===== config.mk =====
export PLATFORM = sky130hd
export DESIGN_NAME = button_debounce_double_press_core
export DESIGN_NICKNAME = d
export VERILOG_FILES = /design/src/bddp_pkg.sv /design/src/button_debounce_double_press_core.sv
export SDC_FILE = /design/constraint.sdc
export NUM_CORES = 1
export LEC_CHECK = 0
export BUFFER_PORTS_ARGS = -buffer_cell sky130_fd_sc_hd__buf_2
export CORE_AREA = 5 5 129 131
export CTS_BUF_LIST = sky130_fd_sc_hd__clkbuf_4
export CTS_CLUSTER_SIZE = 14
export DETAILED_ROUTE_END_ITERATION = 10
export DIE_AREA = 0 0 134 136
export GPL_TIMING_DRIVEN = 0
export HOLD_SLACK_MARGIN = 0.15
export PLACE_DENSITY_LB_ADDON = 0.08
export SYNTH_ARGS = -nofsm -noshare
export SYNTH_HDL_FRONTEND = slang
export SYNTH_SLANG_ARGS = --single-unit

===== constraint.sdc =====
create_clock -name clock -period 6.69 [get_ports clock]
set_input_delay 1.0035 -clock clock [delete_from_list [all_inputs] [get_ports clock]]
set_output_delay 1.0035 -clock clock [all_outputs]
set_load 0.05 [all_outputs]

===== src/bddp_pkg.sv =====
// ----------------------------------------------------------------------------
// Button debounce double-press package
// Shared constants, register indexes and helper functions for the debouncer.
// ----------------------------------------------------------------------------
package bddp_pkg;

   localparam int TIMER_WIDTH = 16;
   localparam int LEVEL_WIDTH = 3;
   localparam int ELAPSED_WIDTH = 8;
   localparam int EVENT_WIDTH = 2;
   localparam int CSR_INDEX_WIDTH = 1;

   typedef logic [TIMER_WIDTH-1:0] timer_type;
   typedef logic [LEVEL_WIDTH-1:0] level_type;
   typedef logic [ELAPSED_WIDTH-1:0] elapsed_type;
   typedef logic [EVENT_WIDTH-1:0] event_type;
   typedef logic [CSR_INDEX_WIDTH-1:0] csr_index_type;

   localparam csr_index_type CSR_DEBOUNCE_PERIOD = 1'd0;
   localparam csr_index_type CSR_REPEAT_WINDOW = 1'd1;

   localparam timer_type DEBOUNCE_PERIOD_RESET = 16'd40;
   localparam timer_type REPEAT_WINDOW_RESET = 16'd500;
   localparam timer_type TIMER_MAX = 16'hFFFF;

   localparam level_type ALL_RELEASED = 3'd7;
   localparam level_type LEVELS_BUTTON_ONE = 3'd6;
   localparam level_type LEVELS_BUTTON_TWO = 3'd5;
   localparam level_type LEVELS_BUTTON_THREE = 3'd3;

   localparam event_type EVENT_NONE = 2'd0;
   localparam event_type EVENT_BUTTON_ONE = 2'd1;
   localparam event_type EVENT_BUTTON_TWO = 2'd2;
   localparam event_type EVENT_BUTTON_THREE = 2'd3;

   function automatic timer_type sat_add(input timer_type a, input elapsed_type b);
      logic [TIMER_WIDTH:0] sum;
      sum = {1'b0, a} + {{(TIMER_WIDTH + 1 - ELAPSED_WIDTH){1'b0}}, b};
      sat_add = sum[TIMER_WIDTH] ? TIMER_MAX : sum[TIMER_WIDTH-1:0];
   endfunction

   function automatic event_type single_button(input level_type levels);
      event_type code;
      unique case (levels)
         LEVELS_BUTTON_ONE: code = EVENT_BUTTON_ONE;
         LEVELS_BUTTON_TWO: code = EVENT_BUTTON_TWO;
         LEVELS_BUTTON_THREE: code = EVENT_BUTTON_THREE;
         default: code = EVENT_NONE;
      endcase
      single_button = code;
   endfunction

endpackage


===== src/button_debounce_double_press_core.sv =====
// An accepted tick's result is registered in the output register, or in the
// skid register while a result is stalled; req_stall rises once it is full.
// One tick per cycle while req_stall is low, each a single pass of logic.
// Reset is synchronous, active high: timers clear, samples read all released,
// registers return to 40 ms and 500 ms, and no result is pending.
// ----------------------------------------------------------------------------
// Button debounce double-press core
// Samples three active-low buttons every debounce interval, reports single
// presses and cancels a repeated press of the same button inside a window.
// ----------------------------------------------------------------------------
module button_debounce_double_press_core
   import bddp_pkg::*;
(
   input  logic          clock,
   input  logic          reset,
   input  logic          csr_write_enable,
   input  csr_index_type csr_index,
   input  timer_type     csr_write_data,
   input  logic          req_valid,
   output logic          req_stall,
   input  elapsed_type   req_elapsed_ms,
   input  level_type     req_button_levels,
   output logic          rsp_valid,
   input  logic          rsp_stall,
   output event_type     rsp_event_res,
   output logic          rsp_cancelled
);

   timer_type debounce_period_ff;
   timer_type repeat_window_ff;

   timer_type sample_timer_ff, sample_timer_in;
   timer_type repeat_timer_ff, repeat_timer_in;
   level_type current_sample_ff, current_sample_in;
   level_type previous_sample_ff, previous_sample_in;
   logic      pressed_flag_ff, pressed_flag_in;
   event_type remembered_button_ff, remembered_button_in;

   event_type event_in;
   logic      cancelled_in;

   logic      out_valid_ff;
   event_type out_event_ff;
   logic      out_cancelled_ff;
   logic      skid_valid_ff;
   event_type skid_event_ff;
   logic      skid_cancelled_ff;

   logic      accept;
   logic      pop;
   timer_type sample_sum;
   timer_type repeat_step;
   event_type button_code;

   assign accept = req_valid && !skid_valid_ff;
   assign pop = out_valid_ff && !rsp_stall;
   assign req_stall = skid_valid_ff;
   assign rsp_valid = out_valid_ff;
   assign rsp_event_res = out_event_ff;
   assign rsp_cancelled = out_cancelled_ff;

   always_comb begin
      sample_sum = sat_add(sample_timer_ff, req_elapsed_ms);
      button_code = single_button(req_button_levels);

      sample_timer_in = sample_sum;
      repeat_timer_in = repeat_timer_ff;
      remembered_button_in = remembered_button_ff;
      current_sample_in = current_sample_ff;
      previous_sample_in = previous_sample_ff;
      pressed_flag_in = pressed_flag_ff;
      event_in = EVENT_NONE;
      cancelled_in = 1'b0;

      if (repeat_timer_ff >= repeat_window_ff) begin
         repeat_timer_in = '0;
         remembered_button_in = EVENT_NONE;
      end else if (repeat_timer_ff != '0) begin
         repeat_timer_in = sat_add(repeat_timer_ff, req_elapsed_ms);
      end
      repeat_step = repeat_timer_in;

      if (sample_sum >= debounce_period_ff) begin
         sample_timer_in = '0;
         previous_sample_in = current_sample_ff;
         current_sample_in = req_button_levels;
         if (req_button_levels == current_sample_ff) begin
            if (req_button_levels != ALL_RELEASED) begin
               if (!pressed_flag_ff) begin
                  if (button_code == EVENT_NONE) begin
                     pressed_flag_in = 1'b0;
                  end else if (repeat_step != '0 && remembered_button_in == button_code) begin
                     pressed_flag_in = 1'b1;
                     repeat_timer_in = '0;
                     remembered_button_in = EVENT_NONE;
                     cancelled_in = 1'b1;
                  end else begin
                     pressed_flag_in = 1'b1;
                     remembered_button_in = button_code;
                     event_in = button_code;
                  end
               end
            end else if (pressed_flag_ff) begin
               repeat_timer_in = sat_add(repeat_step, req_elapsed_ms);
               pressed_flag_in = 1'b0;
            end
         end
      end
   end

   always_ff @(posedge clock) begin
      if (reset) begin
         debounce_period_ff <= DEBOUNCE_PERIOD_RESET;
         repeat_window_ff <= REPEAT_WINDOW_RESET;
         sample_timer_ff <= '0;
         repeat_timer_ff <= '0;
         current_sample_ff <= ALL_RELEASED;
         previous_sample_ff <= ALL_RELEASED;
         pressed_flag_ff <= 1'b0;
         remembered_button_ff <= EVENT_NONE;
         out_valid_ff <= 1'b0;
         skid_valid_ff <= 1'b0;
      end else begin
         if (csr_write_enable) begin
            unique case (csr_index)
               CSR_DEBOUNCE_PERIOD: debounce_period_ff <= csr_write_data;
               CSR_REPEAT_WINDOW: repeat_window_ff <= csr_write_data;
               default: ;
            endcase
         end
         if (accept) begin
            sample_timer_ff <= sample_timer_in;
            repeat_timer_ff <= repeat_timer_in;
            current_sample_ff <= current_sample_in;
            previous_sample_ff <= previous_sample_in;
            pressed_flag_ff <= pressed_flag_in;
            remembered_button_ff <= remembered_button_in;
            if (out_valid_ff && !pop) begin
               skid_valid_ff <= 1'b1;
            end else begin
               out_valid_ff <= 1'b1;
            end
         end else if (pop) begin
            if (skid_valid_ff) begin
               skid_valid_ff <= 1'b0;
            end else begin
               out_valid_ff <= 1'b0;
            end
         end
      end
   end

   always_ff @(posedge clock) begin
      if (accept) begin
         if (out_valid_ff && !pop) begin
            skid_event_ff <= event_in;
            skid_cancelled_ff <= cancelled_in;
         end else begin
            out_event_ff <= event_in;
            out_cancelled_ff <= cancelled_in;
         end
      end else if (pop && skid_valid_ff) begin
         out_event_ff <= skid_event_ff;
         out_cancelled_ff <= skid_cancelled_ff;
      end
   end

endmodule


### Word-level counts from Yosys, hierarchy flattened

Index checks and enable logic that the tools add are counted.
W data, S select, Z words.

* logic and storage cells: 97
* output and inout bits: 5
* bits in registers: 78

* equality and inequality tests: 9
* reductions and logical operators: 21
* muxes and demuxes: 48
* bitwise logic cells: 1
* add/sub/neg operators: 3
* $lt $le $gt $ge: 2

Operators by type and width (count)
* $mux W16: 13
* $add A16 B8 Y17: 3
* $ge A16 B16 Y1: 2
* $reduce_bool A16 Y1: 2
* $mux W2: 15
* $mux W1: 19
* $reduce_and A2 Y1: 6
* $eq A3 B3 Y1 const B: 2
* $pmux W2 S3: 1
* $reduce_and A3 Y1: 2
* $logic_and A1 B1 Y1: 5
* $ne A2 B1 Y1 const B: 2
* $reduce_bool A2 Y1: 2
* $eq A3 B2 Y1 const B: 1
* $eq A3 B3 Y1: 1
* $logic_not A1 Y1: 3
* $ne A3 B3 Y1 const B: 1
* $eq A2 B2 Y1: 1
* $logic_not A2 Y1: 1
* $ne A2 B2 Y1 const B: 1
* $not A1 Y1: 1

### Logic depth before layout (Yosys ltp)

Gate-level depths: netlist of the first run.

* depth after elaboration: 14
* depth in mapped cells: 24
* gate-level depth less buffers: 22

### Least setup slack after synthesis of the first run

Ideal clock, no wire load.

* kind: input to register
* start: input req_elapsed_ms[0]
* end: register repeat_timer_ff[14]
* buffers on the path: 2
* arrival: 5.454 ns
* data required time: 6.557 ns
* setup slack: 1.103 ns
* stages: 22
* cells stage by stage: ha_1 fa_1 a21o_1 a21oi_1 o21bai_1 a21oi_1 o21bai_1 a21o_1 clkbuf_1 and2_1 or3_1 a21boi_0 ha_1 nand4_1 o41ai_1 nor2_1 nor3_1 clkbuf_1 nand4_1 and3b_1 o21ai_1 a211oi_1

* word-level cells in the longest chain between the ends: 12
* elaborated cells between the ends (all ways): 18
* classes of those cells: add/sub: 3; order compare: 1; mux: 12; reduce/logical: 2

RTL lines
* start, declared: line button_debounce_double_press_core.sv:21 `input elapsed_type req_elapsed_ms,`
* branches (longest 11 deep; another with $add A16 B8 Y17)
* $mux W16 *: line button_debounce_double_press_core.sv:83 `if (sample_sum >= debounce_period_ff) begin`
* end signal, assigned: line button_debounce_double_press_core.sv:133 `repeat_timer_ff <= repeat_timer_in;`
* end, declared: line button_debounce_double_press_core.sv:33 `timer_type repeat_timer_ff, repeat_timer_in;`

Every way passes the cells marked *.
A chain may end at the register's enable or synchronous reset.

### Worst setup path after layout of the first run

* start: input req_elapsed_ms[0]
* end: register repeat_timer_ff[1]

Same word-level chain as after synthesis.

==> results of run 1 <==
## power groups by stage
stage | Combinational [mW] | Sequential (mW) | Clock (mW)
floorplan | 0.557 | 0.560 | 0
global placement | 0.736 | 0.564 | 0
detailed placement | 0.752 | 0.567 | 0
CTS | 0.763 | 0.556 | 0.380
global route | 0.869 | 0.562 | 0.403
finish | 0.772 | 0.555 | 0.369
## metrics by stage
stage	std cells	setup slack, ps	instance area (sq um)	hold slack [ps]	utilization (%)
floorplan	767	1100	5960	436	-
global placement	993	-549	6370	444	41.1
detailed placement	993	-606	6370	448	41.1
CTS	1009	204	6550	467	42.3
global route	1008	211	6570	488	42.4
finish	1009	561	6570	466	42.4
## state kept, by name, summed over array words and instances, names as in the netlist
signal	count
current_sample_ff	3
debounce_period_ff	16
pressed_flag_ff	1
remembered_button_ff	2
repeat_timer_ff	16
repeat_window_ff	16
req_stall	1
rsp_cancelled	1
rsp_event_res	2
rsp_valid	1
sample_timer_ff	16
skid_cancelled_ff	1
skid_event_ff	2
## critical path, delay by kind of cell
kind	cells	cell delay, ps
and+or+nand+nor	4	1130
AOI/OAI and AO/OA	13	2750
buffers and inverters	3	590
adders and majority gates	3	950
## metal layers
metal	up-vias	global-route usage [%]
met5	-	0
met4	0	6.29
met3	32	3.07
met2	147	37.0
met1	2740	27.2
li1	2863	-
## timing repair
action	4_1_cts	5_1_grt
setup endpoints to repair	4	8
endpoints found under the hold margin	0	0
resized for setup	1	5
## final cells by class
class / instances / area, sq um
tap: 192 / 240
fill: 1585 / 8910
timing repair buffer: 34 / 170
sequential: 78 / 1620
buffer: 32 / 129
clock buffer: 9 / 67.6
clock inverter: 7 / 113
inverter: 49 / 184
antenna: 1 / 2.50
multi-input combinational: 607 / 4040
## cell usage in the layout, fill, tap and decap left out, drive strengths merged, types with 22 or more instances in the layout
master,count
nand2,115
o21ai,31
clkbuf,33
ha,56
a21oi,71
buf,42
inv,49
nor2,58
nand3,22
dfxtp,72
## cells by family (layout without fill, tap and decap cells)
family	Yosys count	count (layout)	synth area share [%]
flops	78	78	27.2
other cells	0	1	0
fa+ha+maj	60	60	12.9
buf+inv	82	131	5.29
xor+xnor	22	22	3.24
mux	11	11	1.95
simple gates	298	298	24.4
compound gates	216	216	24.9
## worst max-delay path by stage
stage / startpoint / to / slack, ps / depth (start not counted)
CTS: req_elapsed_ms[0] / repeat_timer_ff[0] / 200 / 23
floorplan: req_elapsed_ms[0] / repeat_timer_ff[14] / 1100 / 22
global placement: req_elapsed_ms[0] / repeat_timer_ff[8] / -550 / 24
finish: req_elapsed_ms[0] / repeat_timer_ff[1] / 560 / 23
global route: req_elapsed_ms[0] / repeat_timer_ff[8] / 210 / 23
detailed placement: req_elapsed_ms[0] / repeat_timer_ff[8] / -610 / 24
==> results.py, run 1 <==
metrics = {
    "outcome": {
        "outcome": "finished, final reports clean",
    },
    "clock_network": {
        "tritoncts": "yes",
        "root_buffer": "clkbuf_4",
        "h-tree-depth": 3,
        "cts_buffers": 9,
        "clk_latency_ps": 480,
        "clockBufferDepth": 2,
        "ctsHoldBuffers": 0,
        "cts_sinks": 78,
        "clkTransAtPathRegs_ps": 120,
        "postCtsSetupRepairBufs": 0,
    },
    "setup_path": {
        "crit_path_end_kind": "register",
        "critPathMaxStageDelay_ps": 710,
        "reg2regPathDepth": 22,
        "r2r_slack_ps": 950,
        "start_kind": "input port",
        "arrival_ps": 6450,
        "required_ps": 7010,
        "timing.rr.end": "repeat_timer_ff[1]",
        "worstReg2RegStart": "sample_timer_ff[0]",
        "cpMostUsedCell": "a21o_1",
        "path_cells": "buf_2 > ha_1 > fa_1 > a21o_1 > a21oi_1 > o21bai_1 > a21oi_1 > o21bai_1 > a21o_1 > clkbuf_1 > and2_1 > or3_1 > a21boi_0 > ha_1 > a21o_1 > a21o_1 > a21oi_1 > o41ai_4 > nor2_2 > nor3_1 > clkbuf_2 > a2111oi_1 > o21ai_0",
        "slowest_stage": "a2111oi_1",
        "worstSetupPathType": "input port to register",
        "crit_fanout": 10,
    },
    "routing": {
        "routed_wl_um": 18700,
        "drc": 0,
        "wl_per_cell_um": 18.6,
        "highest_layer": "met4",
        "vias": 5782,
        "drt_iter0_markers": 405,
        "drtAntennaViolNets": 0,
        "routed-wl-met2_um": 9250,
        "met3_wirelength_um": 718,
        "wl_met1_um": 8370,
        "dr.pass1.iters": 5,
        "via_per_inst": 5.73,
    },
    "synthesis": {
        "synth_top_area_cell": "dfxtp_1",
        "yosysWarningCount": 0,
        "async_reset_ff_share_pct": 0,
        "yosysMostFrequentCell": "nand2_1",
        "synth-edff-count": 6,
        "synth_common_cells": "115 x nand2_1, 72 x dfxtp_1, 70 x a21oi_1",
        "netlist_area_sq_um": 5960,
        "ys_seq_area_share_pct": 27.2,
        "syn_nets": 859,
        "synth_area_leaders": "dfxtp_1 24%, ha_1 12%, nand2_1 7.2%",
        "synth-seq-cells": 78,
        "netlist_instances": 767,
        "syn_avg_cell_area_sq_um": 7.76,
        "synth_cell_types": 75,
        "synth_top_cell_area_share_pct": 24.2,
        "synth_top_flop_cell": "dfxtp_1",
    },
    "grt": {
        "antenna_found_initial": 0,
        "grt_pass1_vias": 5633,
        "grt-ovfl-total": 0,
        "grt_use_total_pct": 21.2,
        "grt_pass1_wl_um": 30400,
        "grt_max_degree": 14,
    },
    "sta": {
        "finalCritPeriodShare_pct": 91.6,
        "relSlewSlack_pct": 35.8,
        "maxSlewViolCount": 0,
        "max_freq_mhz": 163,
        "tightest_slew_ps": 959,
        "fin_skew_ps": 28.5,
        "hold_violations": 0,
        "finalCriticalPeriod_ps": 6130,
        "rsz0062_at_grt": "no",
        "setup_tns_ps": 0,
        "setup_viol": 0,
    },
    "power_and_ir_drop": {
        "comb_power_share_pct": 45.5,
        "p_per_area_nw_per_um2": 258,
        "cellLeakagePower_nw": 2.79,
        "seq_power_share_pct": 32.7,
        "swShare_pct": 41.0,
        "power_mw": 1.70,
        "ir_worst_vdd_uv": 127,
        "internal_power_mw": 1.00,
        "p_sw_mw": 0.696,
        "clkPwrFrac_pct": 21.8,
    },
    "min_path": {
        "whs_endpoint": "sample_timer_ff[0]",
        "hold_path.class": "register to register",
        "hold_start": "sample_timer_ff[0]",
        "holdPathStages": 2,
    },
    "floorplan": {
        "start_util_pct": 38.5,
        "die_h_um": 136,
        "core_sq_um": 15500,
        "num_rows": 46,
        "pin_count": 38,
        "die_area_sq_um": 18200,
        "fp.dieW_um": 134,
    },
    "placement": {
        "gp_congestion": 0.894,
        "io_buffers": 34,
        "dpl.hpwl_um": 15000,
    },
    "cells_and_area": {
        "drive_above_1_share_pct": 9.93,
        "area_growth_pct": 10.3,
        "fin_nets": 903,
    },
    "flow_run": {
        "cap_violations": 0,
    },
}
Note: power is estimated with default switching activity, not from simulation.
==> run 2, diff against run 1 <==
--- a/config.mk
+++ b/config.mk
@@ -5,15 +5,17 @@
 export SDC_FILE = /design/constraint.sdc
 export NUM_CORES = 1
 export LEC_CHECK = 0
-export BUFFER_PORTS_ARGS = -buffer_cell sky130_fd_sc_hd__buf_2
 export CORE_AREA = 5 5 129 131
 export CTS_BUF_LIST = sky130_fd_sc_hd__clkbuf_4
 export CTS_CLUSTER_SIZE = 14
 export DETAILED_ROUTE_END_ITERATION = 10
 export DIE_AREA = 0 0 134 136
+export DONT_BUFFER_PORTS = 1
 export GPL_TIMING_DRIVEN = 0
 export HOLD_SLACK_MARGIN = 0.15
 export PLACE_DENSITY_LB_ADDON = 0.08
+export RECOVER_POWER = 100
+export SLEW_MARGIN = 20
 export SYNTH_ARGS = -nofsm -noshare
 export SYNTH_HDL_FRONTEND = slang
 export SYNTH_SLANG_ARGS = --single-unit
==> results.py, run 2 (synthesis gave the netlist of run 1 again) <==
metrics = {
    "outcome": {
        "outcome": "finished, final reports clean",
    },
    "grt": {
        "grt_pass1_vias": 5521,
        "antenna_found_initial": 1,
        "grt_use_total_pct": 21.6,
        "grt_pass1_wl_um": 30400,
        "grt_max_degree": 16,
        "grt-ovfl-total": 0,
    },
    "placement": {
        "dpl.hpwl_um": 15500,
        "placed_cell_area_sq_um": 6200,
        "gp_congestion": 0.865,
        "io_buffers": 0,
    },
    "routing": {
        "dr.pass1.iters": 5,
        "wl_per_cell_um": 20.2,
        "drc": 0,
        "via_per_inst": 5.86,
        "routed_wl_um": 19700,
        "vias": 5720,
        "drtAntennaViolNets": 0,
        "drt_iter0_markers": 401,
    },
    "sta": {
        "maxSlewViolCount": 0,
        "tightest_slew_ps": 1080,
        "setup_viol": 0,
        "max_freq_mhz": 161,
        "finalCritPeriodShare_pct": 92.7,
        "finalCriticalPeriod_ps": 6200,
        "rsz0062_at_grt": "no",
        "relSlewSlack_pct": 27.6,
        "fin_skew_ps": 21.1,
        "hold_violations": 0,
        "worst_hold_slack_ps": 465,
        "setup_tns_ps": 0,
    },
    "power_and_ir_drop": {
        "internal_power_mw": 0.920,
        "ir_worst_vdd_uv": 94.2,
        "clkPwrFrac_pct": 19.9,
        "power_mw": 1.64,
        "swShare_pct": 43.9,
        "cellLeakagePower_nw": 2.64,
        "p_per_area_nw_per_um2": 259,
        "comb_power_share_pct": 45.7,
        "seq_power_share_pct": 34.5,
        "p_sw_mw": 0.721,
    },
    "floorplan": {
        "start_util_pct": 38.5,
        "num_rows": 46,
        "core_sq_um": 15500,
        "die_area_sq_um": 18200,
        "pin_count": 38,
        "fp.dieW_um": 134,
        "die_h_um": 136,
    },
    "clock_network": {
        "tritoncts": "yes",
        "postCtsSetupRepairBufs": 0,
        "cts_sinks": 78,
        "clkTransAtPathRegs_ps": 150,
        "clockBufferDepth": 2,
        "h-tree-depth": 3,
        "cts_buffers": 9,
        "root_buffer": "clkbuf_4",
        "cts_resized": 0,
        "ctsHoldBuffers": 0,
        "clk_latency_ps": 500,
    },
    "cells_and_area": {
        "final_cell_mix": "115 x nand2_1, 72 x dfxtp_1, 70 x a21oi_1",
        "area_growth_pct": 6.53,
        "layout_commonest_cell": "nand2_1",
        "nFillCells": 1564,
        "fin_area_sq_um": 6340,
        "multiInputGateArea_sq_um": 4020,
        "drive_above_1_share_pct": 5.75,
        "final-seq-area_sq_um": 1620,
        "fin_nets": 870,
        "utilization_pct": 41.0,
    },
    "setup_path": {
        "required_ps": 7120,
        "arrival_ps": 6630,
        "worstSetupPathType": "input port to register",
        "crit_fanout": 10,
        "crit_path_end_kind": "register",
        "start_kind": "input port",
    },
    "flow_run": {
        "cap_violations": 0,
    },
    "min_path": {
        "hold_path.class": "register to register",
    },
}
[run 2: path summary, 6_finish.rpt]
kind | endpoint | from | slack, ps | cells after the start
max | repeat_timer_ff[1] | req_elapsed_ms[0] | 490 | 24
min | repeat_window_ff[12] | repeat_window_ff[12] | 470 | 2
max reg2reg | repeat_timer_ff[1] | sample_timer_ff[0] | 660 | 24
min reg2reg | repeat_window_ff[12] | repeat_window_ff[12] | 470 | 2
[run 2: power by group through the flow]
stage	registers (mW)	clock network, mW	logic [mW]
after floorplan	0.560	0	0.557
after global placement	0.574	0	0.725
after detailed placement	0.576	0	0.740
after CTS	0.565	0.336	0.745
after global routing	0.570	0.356	0.835
final	0.565	0.326	0.749
[run 2: metal layers]
metal  track usage (%)  vias to the layer above  wire [um]  share of wire [%]
met4              7.49                        0        494                2.5
li1                  -                     2798          -                  -
met1              27.2                     2717       8630                 44
met2              36.7                      175       9450                 48
met3              4.66                       30       1090                5.6
met5                 0                        -          0                  0
[run 2: worst max-delay path: stages]
cell	delay, ps
ha_1	210
fa_1	410
a21o_1	180
a21oi_1	220
o21bai_1	90
a21oi_1	220
o21bai_1	90
a21o_1	180
clkbuf_1	200
nand2_1	130
clkbuf_1	410
nand2_1	230
ha_1	370
nand2_1	50
o21ai_0	190
a41oi_1	160
o41ai_2	450
nor2_1	330
nor3_1	390
clkbuf_2	340
and3_1	240
nor2b_1	280
a221oi_1	100
o21ai_0	110
[run 2: area by class of cell]
type / instances / share of cell area, %
multi-input combinational: 607 / 63.4
clock buffer: 9 / 1.06
buffer: 33 / 2.09
antenna: 1 / 0.0394
sequential: 78 / 25.6
tap: 192 / 3.79
clock inverter: 7 / 1.20
inverter: 49 / 2.90
[run 2: metrics by stage]
step | cells | worst slack, ps
2_1_floorplan | 767 | 1100
3_3_place_gp | 959 | -489
3_5_place_dp | 959 | -418
4_1_cts | 975 | 60.9
5_1_grt | 976 | 171
6_report | 976 | 486
==> run 3, diff against run 2 <==
==> constraint.sdc (replaced) <==
create_clock -name clock -period 5.05 [get_ports clock]
set_input_delay 0.7575 -clock clock [delete_from_list [all_inputs] [get_ports clock]]
set_output_delay 0.7575 -clock clock [all_outputs]
set_load 0.05 [all_outputs]
==> results.py, run 3 (synthesis gave the netlist of run 1 again) <==
metrics = {
    "power_and_ir_drop": {
        "ir_worst_vdd_uv": 237,
        "power_mw": 2.30,
        "cellLeakagePower_nw": 2.77,
        "p_per_area_nw_per_um2": 346,
    },
    "sta": {
        "finalCriticalPeriod_ps": 4840,
        "setup_viol": 0,
        "max_freq_mhz": 206,
        "rsz0062_at_grt": "yes",
        "relSlewSlack_pct": 27.5,
        "maxSlewViolCount": 0,
        "worst_hold_slack_ps": 403,
        "fin_skew_ps": 26.0,
        "tightest_slew_ps": 1080,
        "finalCritPeriodShare_pct": 95.9,
        "hold_violations": 0,
        "setup_tns_ps": 0,
    },
    "setup_path": {
        "worstSetupPathType": "register to register",
        "required_ps": 5290,
        "crit_path_end_kind": "register",
        "crit_fanout": 8,
        "startpoint": "sample_timer_ff[0]",
        "start_kind": "register",
        "arrival_ps": 5080,
        "worstReg2RegStart": "sample_timer_ff[0]",
    },
    "clock_network": {
        "root_buffer": "clkbuf_4",
        "clkTransAtPathRegs_ps": 150,
        "clk_latency_ps": 470,
        "tritoncts": "yes",
        "cts_buffers": 9,
        "clockBufferDepth": 2,
        "ctsHoldBuffers": 0,
        "cts_sinks": 78,
        "h-tree-depth": 3,
    },
    "grt": {
        "grt-ovfl-total": 0,
        "grt_pass1_vias": 5696,
        "grt_pass1_wl_um": 30900,
        "grt_max_degree": 15,
        "antenna_found_initial": 1,
        "grt_use_total_pct": 21.9,
    },
    "flow_run": {
        "cap_violations": 0,
    },
    "routing": {
        "via_per_inst": 5.83,
        "drc": 0,
        "drt_iter0_markers": 384,
        "routed_wl_um": 19500,
        "vias": 5768,
        "drtAntennaViolNets": 0,
        "wl_per_cell_um": 19.7,
        "dr.pass1.iters": 5,
    },
    "floorplan": {
        "fp.dieW_um": 134,
        "num_rows": 46,
        "start_util_pct": 38.5,
        "core_sq_um": 15500,
        "die_area_sq_um": 18200,
        "pin_count": 38,
        "die_h_um": 136,
    },
    "cells_and_area": {
        "area_growth_pct": 11.8,
        "final_cell_mix": "113 x nand2_1, 70 x dfxtp_1, 64 x a21oi_1",
        "layout_commonest_cell": "nand2_1",
        "fin_area_sq_um": 6660,
        "fin_nets": 884,
        "drive_above_1_share_pct": 11.5,
    },
    "placement": {
        "io_buffers": 0,
        "gp_congestion": 0.887,
        "placed_cell_area_sq_um": 6240,
        "dpl.hpwl_um": 15300,
    },
    "min_path": {
        "hold_path.class": "input port to register",
        "hold_start": "csr_write_data[3]",
    },
    "outcome": {
        "outcome": "finished, final reports clean",
    },
}
-- run 3: cell types whose count changed in the layout (fill, tap and decap cells not counted), sizes merged --
cell / previous run / this run
buf: 5 / 21
inv: 54 / 51
clkbuf: 37 / 35
bufinv: 1 / 2
clkinv: 1 / 2
clkinvlp: 0 / 1
-- run 3: path summary, 6_finish.rpt --
check	endpoint	slack, ps	depth (start not counted)
worst max-delay path	rsp_event_res[1]	210	22
worst min-delay path	debounce_period_ff[3]	400	1
worst max register to register	rsp_event_res[1]	210	22
worst min register to register	repeat_window_ff[14]	470	2
-- run 3: layout make-up --
| cell class | count | area (sq um) |
|---|---|---|
| Tap cell | 192 | 240 |
| Buffer | 32 | 141 |
| Timing Repair Buffer | 15 | 113 |
| Clock inverter | 7 | 95.1 |
| Inverter | 49 | 184 |
| Fill cell | 1615 | 8820 |
| Multi-Input combinational cell | 607 | 4190 |
| Sequential cell | 78 | 1630 |
| Clock buffer | 9 | 67.6 |
| Antenna cell | 1 | 2.50 |
-- run 3: per-stage QoR --
| stage | util, % | worst slack, ps | instances |
|---|---|---|---|
| 2_1_floorplan | - | 37.7 | 767 |
| 3_3_place_gp | 40.3 | -1050 | 959 |
| 3_5_place_dp | 40.3 | -1130 | 959 |
| 4_1_cts | 42.0 | 11.7 | 980 |
| 5_1_grt | 43.0 | -3.98 | 990 |
| 6_report | 43.0 | 206 | 990 |
-- run 3: repair_timing --
item / CTS / global route
buffers inserted: 5 / 10
gates resized for setup: 18 / 24
setup endpoints to repair: 18 / 24
pin swaps: 3 / 11
-- run 3: metal layers --
| layer | GRT usage, % | wire [um] | part of all wire (%) | up-vias |
|---|---|---|---|---|
| met5 | 0 | 0 | 0 | - |
| met4 | 8.69 | 652 | 3.3 | 0 |
| met3 | 4.40 | 1000 | 5.1 | 35 |
| met2 | 37.3 | 9370 | 48 | 175 |
| met1 | 27.2 | 8500 | 44 | 2733 |
| li1 | - | - | - | 2825 |
-- run 3: critical path, stage by stage, from the launching register on --
cell	delay (ps)
dfxtp_2	350
ha_2	190
fa_2	350
a21o_1	170
a21oi_2	140
o21bai_1	100
a21oi_2	180
o21bai_1	80
a21o_2	250
and2_4	160
or3_1	360
a21boi_1	160
ha_1	310
a21o_1	160
a21o_1	180
a21oi_2	170
o41ai_4	90
buf_4	160
buf_4	150
o21ba_4	230
and4_1	230
and3_4	180
mux2_2	260
-- run 3: where the power goes --
part | total [mW] | switching [mW] | internal (mW)
combinational | 1.10 | 0.660 | 0.439
clock | 0.455 | 0.253 | 0.202
sequential | 0.748 | 0.0648 | 0.683
